File: src/rtl/mfd_pkg.sv
package mfd_pkg;

  // fixed-point format of all scaled outputs
  localparam int FRAC_BITS = 16;

  // 2pi and pi in Q format, truncated
  localparam logic [20:0] TWO_PI_Q    = 21'((64'd628318 << FRAC_BITS) / 64'd100000);
  localparam logic [20:0] TWO_PI_Q_X2 = 21'(2 * TWO_PI_Q);
  localparam logic [20:0] PI_Q        = 21'((64'd314159 << FRAC_BITS) / 64'd100000);

  localparam int TURN_COUNT_WIDTH_DEF = 16;

  // code and limit widths of the three scaled quantities
  localparam int POS_CODE_BITS = 16;
  localparam int POS_LIM_BITS  = 20;
  localparam int SPD_CODE_BITS = 12;
  localparam int SPD_LIM_BITS  = 22;
  localparam int TRQ_CODE_BITS = 12;
  localparam int TRQ_LIM_BITS  = 20;

  // register map
  localparam logic [1:0] REG_POSITION_LIMIT   = 2'd0;
  localparam logic [1:0] REG_SPEED_LIMIT      = 2'd1;
  localparam logic [1:0] REG_TORQUE_LIMIT     = 2'd2;
  localparam logic [1:0] REG_SPEED_CLIP_LEVEL = 2'd3;

  localparam logic [19:0] POSITION_LIMIT_RST   = 20'd819200;
  localparam logic [21:0] SPEED_LIMIT_RST      = 22'd1966080;
  localparam logic [19:0] TORQUE_LIMIT_RST     = 20'd655360;
  localparam logic [21:0] SPEED_CLIP_LEVEL_RST = 22'd1932656;

  // status codes
  localparam logic [3:0] STATUS_DISABLED = 4'd0;
  localparam logic [3:0] STATUS_ENABLED  = 4'd1;

  // per-stage load enables of the scaling pipeline
  typedef struct packed {
    logic s2;
    logic s3;
    logic s4;
    logic s5;
  } mfd_stage_en_t;

  // fields that ride along the pipeline unchanged
  typedef struct packed {
    logic [3:0] status;
    logic [7:0] mos_temp;
    logic [7:0] rotor_temp;
  } mfd_meta_t;

endpackage

File: src/rtl/mfd_lin_map.sv
// floor(code * 2 * lim / (2^CODE_BITS - 1)) - lim over four stages
module mfd_lin_map import mfd_pkg::*; #(
  parameter int CODE_BITS = POS_CODE_BITS,
  parameter int LIM_BITS  = POS_LIM_BITS
) (
  input  logic                       clk,
  input  mfd_stage_en_t              en,
  input  logic [CODE_BITS-1:0]       code,
  input  logic [LIM_BITS-1:0]        lim,
  output logic signed [LIM_BITS:0]   value
);

  localparam int PW = CODE_BITS + LIM_BITS + 1;
  localparam int QW = LIM_BITS + 1;
  localparam int RW = CODE_BITS + 2;
  localparam logic [RW-1:0] DIV1 = RW'((1 << CODE_BITS) - 1);
  localparam logic [RW-1:0] DIV2 = RW'(2 * ((1 << CODE_BITS) - 1));

  logic [PW-1:0] prod2, prod3;
  logic [PW-1:0] prod_next;
  logic [QW-1:0] q3, q_next;
  logic [PW-1:0] rem_full;
  logic [RW-1:0] rem4;
  logic [QW:0]   qml4, qml_next;
  logic [1:0]    inc;
  logic [QW:0]   sum5;

  assign prod_next = PW'(code) * PW'({lim, 1'b0});

  // sum of the first two terms of x/2^n + x/2^2n + ..., low by at most two
  assign q_next = QW'(prod2 >> CODE_BITS) + QW'(prod2 >> (2 * CODE_BITS));

  assign rem_full = prod3 - {q3, {CODE_BITS{1'b0}}} + PW'(q3);
  assign qml_next = {1'b0, q3} - {2'b0, lim};

  assign inc  = {1'b0, (rem4 >= DIV1)} + {1'b0, (rem4 >= DIV2)};
  assign sum5 = qml4 + (QW + 1)'(inc);

  always_ff @(posedge clk) begin
    if (en.s2) begin
      prod2 <= prod_next;
    end
    if (en.s3) begin
      prod3 <= prod2;
      q3    <= q_next;
    end
    if (en.s4) begin
      rem4 <= rem_full[RW-1:0];
      qml4 <= qml_next;
    end
    if (en.s5) begin
      value <= $signed(sum5[QW-1:0]);
    end
  end

endmodule

File: src/rtl/motor_feedback_frame_decoder.sv
// motor feedback frame decoder
//
// frame channel: one 64-bit feedback frame per request (frame_valid, frame_stall).
// result channel: status, scaled position / speed / torque in signed Q16, the
// two temperature bytes, turn count and position folded into plus or minus pi
// (result_valid, result_stall).
// configuration: APB-style port, four 32-bit limit registers at 0x0..0xC;
// write them only while no request is in flight.
//
// a request passes through the eight-stage pipeline (frame register,
// multiply, quotient estimate, remainder, correction, jump check, clip /
// modulo, fold) to the result port. throughput: one request per cycle
// while result_stall is low.
// each stage holds when it is full and the stage after it cannot take data,
// so bubbles collapse; frame_stall rises only when every stage is full and
// result_stall is high.
// reset: pipeline empties, limits return to their defaults, turn count and
// previous position clear to zero.
module motor_feedback_frame_decoder import mfd_pkg::*; #(
  parameter int TURN_COUNT_WIDTH = TURN_COUNT_WIDTH_DEF
) (
  input  logic               clk,
  input  logic               rst,
  // frame channel
  input  logic               frame_valid,
  output logic               frame_stall,
  input  logic [63:0]        frame,
  // result channel
  output logic               result_valid,
  input  logic               result_stall,
  output logic [3:0]         motor_status,
  output logic signed [20:0] position,
  output logic signed [22:0] speed,
  output logic signed [20:0] torque,
  output logic [7:0]         mos_temperature,
  output logic [7:0]         rotor_temperature,
  output logic signed [15:0] turn_count,
  output logic signed [18:0] wrapped_position,
  // configuration port
  input  logic               psel,
  input  logic               penable,
  input  logic               pwrite,
  input  logic [3:0]         paddr,
  input  logic [31:0]        pwdata,
  output logic [31:0]        prdata,
  output logic               pready
);

  // jump thresholds for the turn counter
  localparam logic signed [21:0] JUMP_HI = $signed({1'b0, TWO_PI_Q});
  localparam logic signed [21:0] JUMP_LO = -JUMP_HI;

  // ---------------------------------------------------------------
  // configuration registers
  // ---------------------------------------------------------------
  logic [19:0] position_limit;
  logic [21:0] speed_limit;
  logic [19:0] torque_limit;
  logic [21:0] speed_clip_level;
  logic        cfg_wr;

  assign pready = 1'b1;
  assign cfg_wr = psel & penable & pwrite;

  always_ff @(posedge clk) begin
    if (rst) begin
      position_limit   <= POSITION_LIMIT_RST;
      speed_limit      <= SPEED_LIMIT_RST;
      torque_limit     <= TORQUE_LIMIT_RST;
      speed_clip_level <= SPEED_CLIP_LEVEL_RST;
    end else if (cfg_wr) begin
      unique case (paddr[3:2])
        REG_POSITION_LIMIT:   position_limit   <= pwdata[19:0];
        REG_SPEED_LIMIT:      speed_limit      <= pwdata[21:0];
        REG_TORQUE_LIMIT:     torque_limit     <= pwdata[19:0];
        REG_SPEED_CLIP_LEVEL: speed_clip_level <= pwdata[21:0];
        default: ;
      endcase
    end
  end

  always_comb begin
    unique case (paddr[3:2])
      REG_POSITION_LIMIT:   prdata = {12'd0, position_limit};
      REG_SPEED_LIMIT:      prdata = {10'd0, speed_limit};
      REG_TORQUE_LIMIT:     prdata = {12'd0, torque_limit};
      REG_SPEED_CLIP_LEVEL: prdata = {10'd0, speed_clip_level};
      default:              prdata = '0;
    endcase
  end

  // ---------------------------------------------------------------
  // pipeline flow control: a stage loads when it is empty or its
  // successor loads too
  // ---------------------------------------------------------------
  logic [8:1] vld;
  logic [8:1] load;

  always_comb begin
    load[8] = !vld[8] || !result_stall;
    for (int k = 7; k >= 1; k--) begin
      load[k] = !vld[k] || load[k+1];
    end
  end

  assign frame_stall  = !load[1];
  assign result_valid = vld[8];

  always_ff @(posedge clk) begin
    if (rst) begin
      vld <= '0;
    end else begin
      if (load[1]) begin
        vld[1] <= frame_valid;
      end
      for (int k = 2; k <= 8; k++) begin
        if (load[k]) begin
          vld[k] <= vld[k-1];
        end
      end
    end
  end

  // ---------------------------------------------------------------
  // stage 1: frame register
  // ---------------------------------------------------------------
  logic [63:0] frame1;
  mfd_meta_t   meta1;

  always_ff @(posedge clk) begin
    if (load[1]) begin
      frame1 <= frame;
    end
  end

  // disabled status is reported as enabled
  always_comb begin
    meta1.status     = (frame1[63:60] == STATUS_DISABLED) ? STATUS_ENABLED : frame1[63:60];
    meta1.mos_temp   = frame1[15:8];
    meta1.rotor_temp = frame1[7:0];
  end

  // ---------------------------------------------------------------
  // stages 2..5: linear maps of the three codes
  // ---------------------------------------------------------------
  mfd_stage_en_t     map_en;
  logic signed [20:0] pos5;
  logic signed [22:0] spd5;
  logic signed [20:0] trq5;
  mfd_meta_t         meta2, meta3, meta4, meta5;

  assign map_en.s2 = load[2];
  assign map_en.s3 = load[3];
  assign map_en.s4 = load[4];
  assign map_en.s5 = load[5];

  mfd_lin_map #(
    .CODE_BITS (POS_CODE_BITS),
    .LIM_BITS  (POS_LIM_BITS)
  ) u_pos_map (
    .clk   (clk),
    .en    (map_en),
    .code  (frame1[55:40]),
    .lim   (position_limit),
    .value (pos5)
  );

  mfd_lin_map #(
    .CODE_BITS (SPD_CODE_BITS),
    .LIM_BITS  (SPD_LIM_BITS)
  ) u_spd_map (
    .clk   (clk),
    .en    (map_en),
    .code  (frame1[39:28]),
    .lim   (speed_limit),
    .value (spd5)
  );

  mfd_lin_map #(
    .CODE_BITS (TRQ_CODE_BITS),
    .LIM_BITS  (TRQ_LIM_BITS)
  ) u_trq_map (
    .clk   (clk),
    .en    (map_en),
    .code  (frame1[27:16]),
    .lim   (torque_limit),
    .value (trq5)
  );

  // status and temperatures ride along
  always_ff @(posedge clk) begin
    if (load[2]) meta2 <= meta1;
    if (load[3]) meta3 <= meta2;
    if (load[4]) meta4 <= meta3;
    if (load[5]) meta5 <= meta4;
  end

  // ---------------------------------------------------------------
  // stage 6: magnitudes and position jump check
  // ---------------------------------------------------------------
  logic signed [20:0] prev_position;
  logic signed [21:0] jump;
  logic [20:0]        pos_abs;
  logic [22:0]        spd_abs;

  logic signed [20:0] pos6;
  logic signed [22:0] spd6;
  logic signed [20:0] trq6;
  logic [20:0]        pos_mag6;
  logic [22:0]        spd_mag6;
  logic               step_dn6;
  logic               step_up6;
  mfd_meta_t          meta6;

  assign jump    = {pos5[20], pos5} - {prev_position[20], prev_position};
  assign pos_abs = pos5[20] ? $unsigned(-pos5) : $unsigned(pos5);
  assign spd_abs = spd5[22] ? $unsigned(-spd5) : $unsigned(spd5);

  always_ff @(posedge clk) begin
    if (load[6]) begin
      pos6     <= pos5;
      spd6     <= spd5;
      trq6     <= trq5;
      pos_mag6 <= pos_abs;
      spd_mag6 <= spd_abs;
      step_dn6 <= (jump > JUMP_HI);
      step_up6 <= (jump < JUMP_LO);
      meta6    <= meta5;
    end
  end

  // the first frame after reset measures its jump from zero
  always_ff @(posedge clk) begin
    if (rst) begin
      prev_position <= '0;
    end else if (load[6] && vld[5]) begin
      prev_position <= pos5;
    end
  end

  // ---------------------------------------------------------------
  // stage 7: speed clip, turn count, position modulo 2pi
  // ---------------------------------------------------------------
  logic [TURN_COUNT_WIDTH-1:0]  wrap_count;
  logic [TURN_COUNT_WIDTH-1:0]  wrap_count_next;
  logic [TURN_COUNT_WIDTH+15:0] turn_ext;
  logic [20:0]                  pos_mod_next;

  logic signed [20:0] pos7;
  logic signed [22:0] spd7;
  logic signed [20:0] trq7;
  logic [20:0]        pos_mod7;
  logic               pos_neg7;
  logic [15:0]        turn7;
  mfd_meta_t          meta7;

  // a forward jump past 2pi counts down, a backward one counts up
  always_comb begin
    if (step_dn6) begin
      wrap_count_next = wrap_count - TURN_COUNT_WIDTH'(4);
    end else if (step_up6) begin
      wrap_count_next = wrap_count + TURN_COUNT_WIDTH'(4);
    end else begin
      wrap_count_next = wrap_count;
    end
  end

  assign turn_ext = {16'd0, wrap_count_next};

  // magnitude stays below three turns, so two trial subtractions cover it
  always_comb begin
    if (pos_mag6 >= TWO_PI_Q_X2) begin
      pos_mod_next = pos_mag6 - TWO_PI_Q_X2;
    end else if (pos_mag6 >= TWO_PI_Q) begin
      pos_mod_next = pos_mag6 - TWO_PI_Q;
    end else begin
      pos_mod_next = pos_mag6;
    end
  end

  always_ff @(posedge clk) begin
    if (rst) begin
      wrap_count <= '0;
    end else if (load[7] && vld[6]) begin
      wrap_count <= wrap_count_next;
    end
  end

  always_ff @(posedge clk) begin
    if (load[7]) begin
      pos7     <= pos6;
      spd7     <= (spd_mag6 >= {1'b0, speed_clip_level}) ? '0 : spd6;
      trq7     <= trq6;
      pos_mod7 <= pos_mod_next;
      pos_neg7 <= pos6[20];
      turn7    <= turn_ext[15:0];
      meta7    <= meta6;
    end
  end

  // ---------------------------------------------------------------
  // stage 8: fold into plus or minus pi, result register
  // ---------------------------------------------------------------
  logic signed [20:0] fold;
  logic signed [20:0] wrapped_next;

  // exactly pi is kept as is
  assign fold         = (pos_mod7 > PI_Q) ? $signed(pos_mod7 - TWO_PI_Q) : $signed(pos_mod7);
  assign wrapped_next = pos_neg7 ? -fold : fold;

  always_ff @(posedge clk) begin
    if (load[8]) begin
      motor_status      <= meta7.status;
      position          <= pos7;
      speed             <= spd7;
      torque            <= trq7;
      mos_temperature   <= meta7.mos_temp;
      rotor_temperature <= meta7.rotor_temp;
      turn_count        <= $signed(turn7);
      wrapped_position  <= wrapped_next[18:0];
    end
  end

endmodule
File: config.mk
export PLATFORM = sky130hd
export DESIGN_NAME = motor_feedback_frame_decoder
export DESIGN_NICKNAME = d
export VERILOG_FILES = /design/src/rtl/mfd_pkg.sv /design/src/rtl/mfd_lin_map.sv /design/src/rtl/motor_feedback_frame_decoder.sv
export SDC_FILE = /design/constraint.sdc
export NUM_CORES = 2
export LEC_CHECK = 0
export ABC_AREA = 1
export BUFFER_PORTS_ARGS = -buffer_cell sky130_fd_sc_hd__buf_2
export CAP_MARGIN = 20
export CORE_MARGIN = 2
export CORE_UTILIZATION = 38
export CTS_CLUSTER_DIAMETER = 40
export DETAILED_ROUTE_END_ITERATION = 16
export HOLD_SLACK_MARGIN = 0.12
export PLACE_DENSITY_LB_ADDON = 0.3
export REMOVE_ABC_BUFFERS = 1
export SLEW_MARGIN = 20
export SYNTH_ARGS = -nofsm -noshare
export SYNTH_HDL_FRONTEND = slang
export SYNTH_SLANG_ARGS = --single-unit
File: constraint.sdc
create_clock -name clk -period 46 [get_ports clk]
set_input_delay 2.3 -clock clk [delete_from_list [all_inputs] [get_ports clk]]
set_output_delay 2.3 -clock clk [all_outputs]
set_load 0.03 [all_outputs]
==> metrics.csv <==
metric,value,unit
CP startpoint kind,primary input,
synthesis warning total,0,
worst path cell trace,buf_2 -> nand2_4 -> nor2_1 -> inv_6 -> nor2_1 -> inv_6 -> nor2_1 -> inv_4 -> nor2_1 -> inv_6 -> nor2_1 -> inv_6 -> nor2_1 -> inv_6 -> nor2_1 -> buf_2,
Post-synth EDFFs,891,
"top cells by area, synth","edfxtp_1, fa_1, inv_1",
"CP delay by family, top",buffers and inverters,
DR vias/cell,4.85,
"Cell Area, Synth",0.0731,mm²
Global Route Usage Sum,0.189,
hpwl dp,141000,µm
leading area contributor after synthesis,edfxtp_1,
WL/cell,17.3,µm
global placement routability congestion,0.926,
DRC,0,
unrepaired setup endpoints after global routing,false,
Worst path most repeated cell,nor2_1,
Root Buffer,clkbuf_16,
Total Nets Final,9089,
pin count of the biggest net entering global routing,98,
final setup TNS,0,ns
Max-Slew Margin vs Limit,0.294,
leakage power,39.6,nW
wl on met1,77500,µm
DRT antenna net count,0,
Crit path arrival time,7.01,ns
first-pass GRT wire length,289000,µm
"Hold Vio Cnt, Final",0,
P&R area growth vs syn,12.8,%
CTS sink count,1018,
Finish-stage setup viols,0,
cts bufs inserted,159,
post-route cell area,0.0825,mm²
uppermost routed layer,met4,
Synth top area share,0.366,
Row Count,161,
WL final,182000,µm
vias in the first global route,52384,
Clock transition at path regs,0.06,ns
Worst-Skew Late Latency,0.80,ns
Syn Area/Cell,9.56,µm²
post-cts hold buffer count,0,
DR WL met3,9920,µm
Mapped Cells,7652,
CP endpoint kind,output port,
Setup CP Type,primary input to output port,
fin. max-slew vios,0,
Max Freq,107,MHz
Placed Area,0.0769,mm²
total grt overflow,0,
status,"finished, final reports clean",
chip height,443,µm
"Worst Setup Slack, final",36.69,ns
"Top FF cell, synth",edfxtp_1,
Max VDD drop,28.7,µV
I/O pin count,262,
PD cells,56.7,mW/mm²
period utilisation layout,0.202,
PostCTS Resize Cnt,0,
worst min path class,flip-flop to flip-flop,
fraction of layout cells with a size suffix above 1,0.0762,
Crit path buffers/inverters,8,
post-CTS setup buffer count,0,
minimum clock period,9.31,ns
Die Wd,443,µm
Core ar.,0.192,mm²
CP Data Required Time,43.70,ns
initial core utilization,0.381,
crit path max fanout,79,
Setup Skew,0.0346,ns
actual slew at the worst max-slew pin,1.06,ns
PortBufs,232,
sequential area share after synthesis,0.401,
total number of H-tree levels,4,
max cap viols,0,
count of unique library cells instantiated by Yosys,61,
DRT iter0 DRCs,3199,
initial antenna violation count,7,
maximum root-to-sink buffer count,3,
asr flop ratio synth,0,
slowest CP cell,inv_6,
Yosys reg bits,1018,
die area,0.196,mm²
Worst path max stage delay,0.59,ns
CTS tree,built,
pre-CTS WS,36.45,ns
Vias,51058,
Met2 Routed Length,85800,µm
Initial DRT Pass Iterations,7,
## path summary, 6_finish.rpt
path	endpoint	cells after the start	slack, ns	startpoint
hold reg to reg	meta6[18]	0	0.39	meta5[18]
setup reg to reg	u_pos_map.prod2[34]	19	39.36	position_limit[11]
hold / removal	meta6[18]	0	0.39	meta5[18]
setup / recovery	frame_stall	16	36.69	result_stall
## cells in the final DEF (no fill, tap or decap), types with 8 or more instances in the layout
master      Yosys  final
clkinv_8        0      9
inv_2           9     10
o31ai_1        11     11
clkinv_4        0     13
o22ai_1         9      9
a21o_1         12     12
a31oi_1        27     27
a21oi_1       401    401
ha_1          466    466
xnor2_1       133    133
edfxtp_1      891    891
nand3_1       209    209
o211ai_1       33     33
clkinvlp_4      0     19
bufinv_16       0     14
clkbuf_16       0    160
inv_8           0     11
nand4_1        52     52
o21ai_1        15     15
nor2_1        327    327
xor2_1        271    271
inv_6           0     32
fa_1          646    646
o21ai_0       275    275
conb_1          2     13
nand3b_1        8      8
nor4_1         26     26
nand2_1      1572   1571
buf_2           7    232
dfxtp_1       127    127
clkbuf_1      208     17
o21a_1          8      8
o21bai_1       16     16
nand2_2        14     14
inv_1        1717   1710
buf_4          16     49
nor3_1         59     59
## state kept, by name, indices dropped and copies added (netlist names), 22 cells and up
name	count
u_spd_map.value	23
speed_limit	22
spd7	23
frame1	60
spd6	23
spd_mag6	22
u_spd_map.prod2	34
u_spd_map.qml4	23
u_pos_map.prod2	36
speed	23
u_spd_map.q3	23
u_trq_map.prod2	32
speed_clip_level	22
## layer usage
metal | global-route usage | up-vias
met5 | 0 | -
met4 | 0.0844 | 0
met3 | 0.0310 | 369
met2 | 0.311 | 1356
met1 | 0.244 | 24817
li1 | - | 24516
## through the flow
| step | power [W] | util | instances | hold WS (ns) |
|---|---|---|---|---|
| floorplan | 0.00295 | - | 7427 | 0.400 |
| global placement | 0.00346 | 0.401 | 10234 | 0.400 |
| detailed placement | 0.00348 | 0.401 | 10234 | 0.405 |
| CTS | 0.00472 | 0.430 | 10528 | 0.389 |
| global route | 0.00504 | 0.430 | 10529 | 0.399 |
| finish | 0.00468 | 0.430 | 10530 | 0.393 |
## where the power goes
part / total [W] / switching, W / leakage [nW] / internal (W)
Clock: 0.00121 / 0.000469 / 2.64 / 0.000744
Combinational: 0.00180 / 0.00114 / 26.3 / 0.000656
Sequential: 0.00167 / 0.000215 / 10.7 / 0.00145
Total: 0.00468 / 0.00183 / 39.6 / 0.00285
## kinds of logic (layout without fill, tap and decap cells)
group | Yosys count | count (layout) | share of synthesized area
buf+inv | 1963 | 2303 | 0.102
simple gates | 2305 | 2305 | 0.129
fa+ha+maj | 1112 | 1112 | 0.257
xor+xnor | 404 | 404 | 0.0484
other cells | 2 | 14 | 0.000103
compound gates | 848 | 848 | 0.0632
flops | 1018 | 1018 | 0.401
## cells in the mapped netlist (5+ instances only)
master / number
inv_1: 1717
nand2_1: 1572
edfxtp_1: 891
fa_1: 646
ha_1: 466
a21oi_1: 401
nor2_1: 327
o21ai_0: 275
xor2_1: 271
nand3_1: 209
clkbuf_1: 208
xnor2_1: 133
dfxtp_1: 127
nor3_1: 59
nand4_1: 52
o211ai_1: 33
a31oi_1: 27
nor4_1: 26
buf_4: 16
o21bai_1: 16
o21ai_1: 15
nand2_2: 14
a21o_1: 12
o31ai_1: 11
inv_2: 9
o22ai_1: 9
nand3b_1: 8
o21a_1: 8
a211oi_1: 7
a21boi_0: 7
a221oi_1: 7
buf_2: 7
o2111ai_1: 7
nor2_2: 6
nand3_2: 5
## cell type report
| type | instances | area (µm²) |
|---|---|---|
| Inverter | 1727 | 6510 |
| Clock inverter | 114 | 1450 |
| Fill cell | 18544 | 109000 |
| Tap cell | 2526 | 3160 |
| Multi-Input combinational cell | 4682 | 36400 |
| Sequential cell | 1018 | 29300 |
| Antenna cell | 1 | 2.50 |
| Clock buffer | 180 | 4110 |
| Timing Repair Buffer | 282 | 1540 |
(Power assumes the default switching activity.)
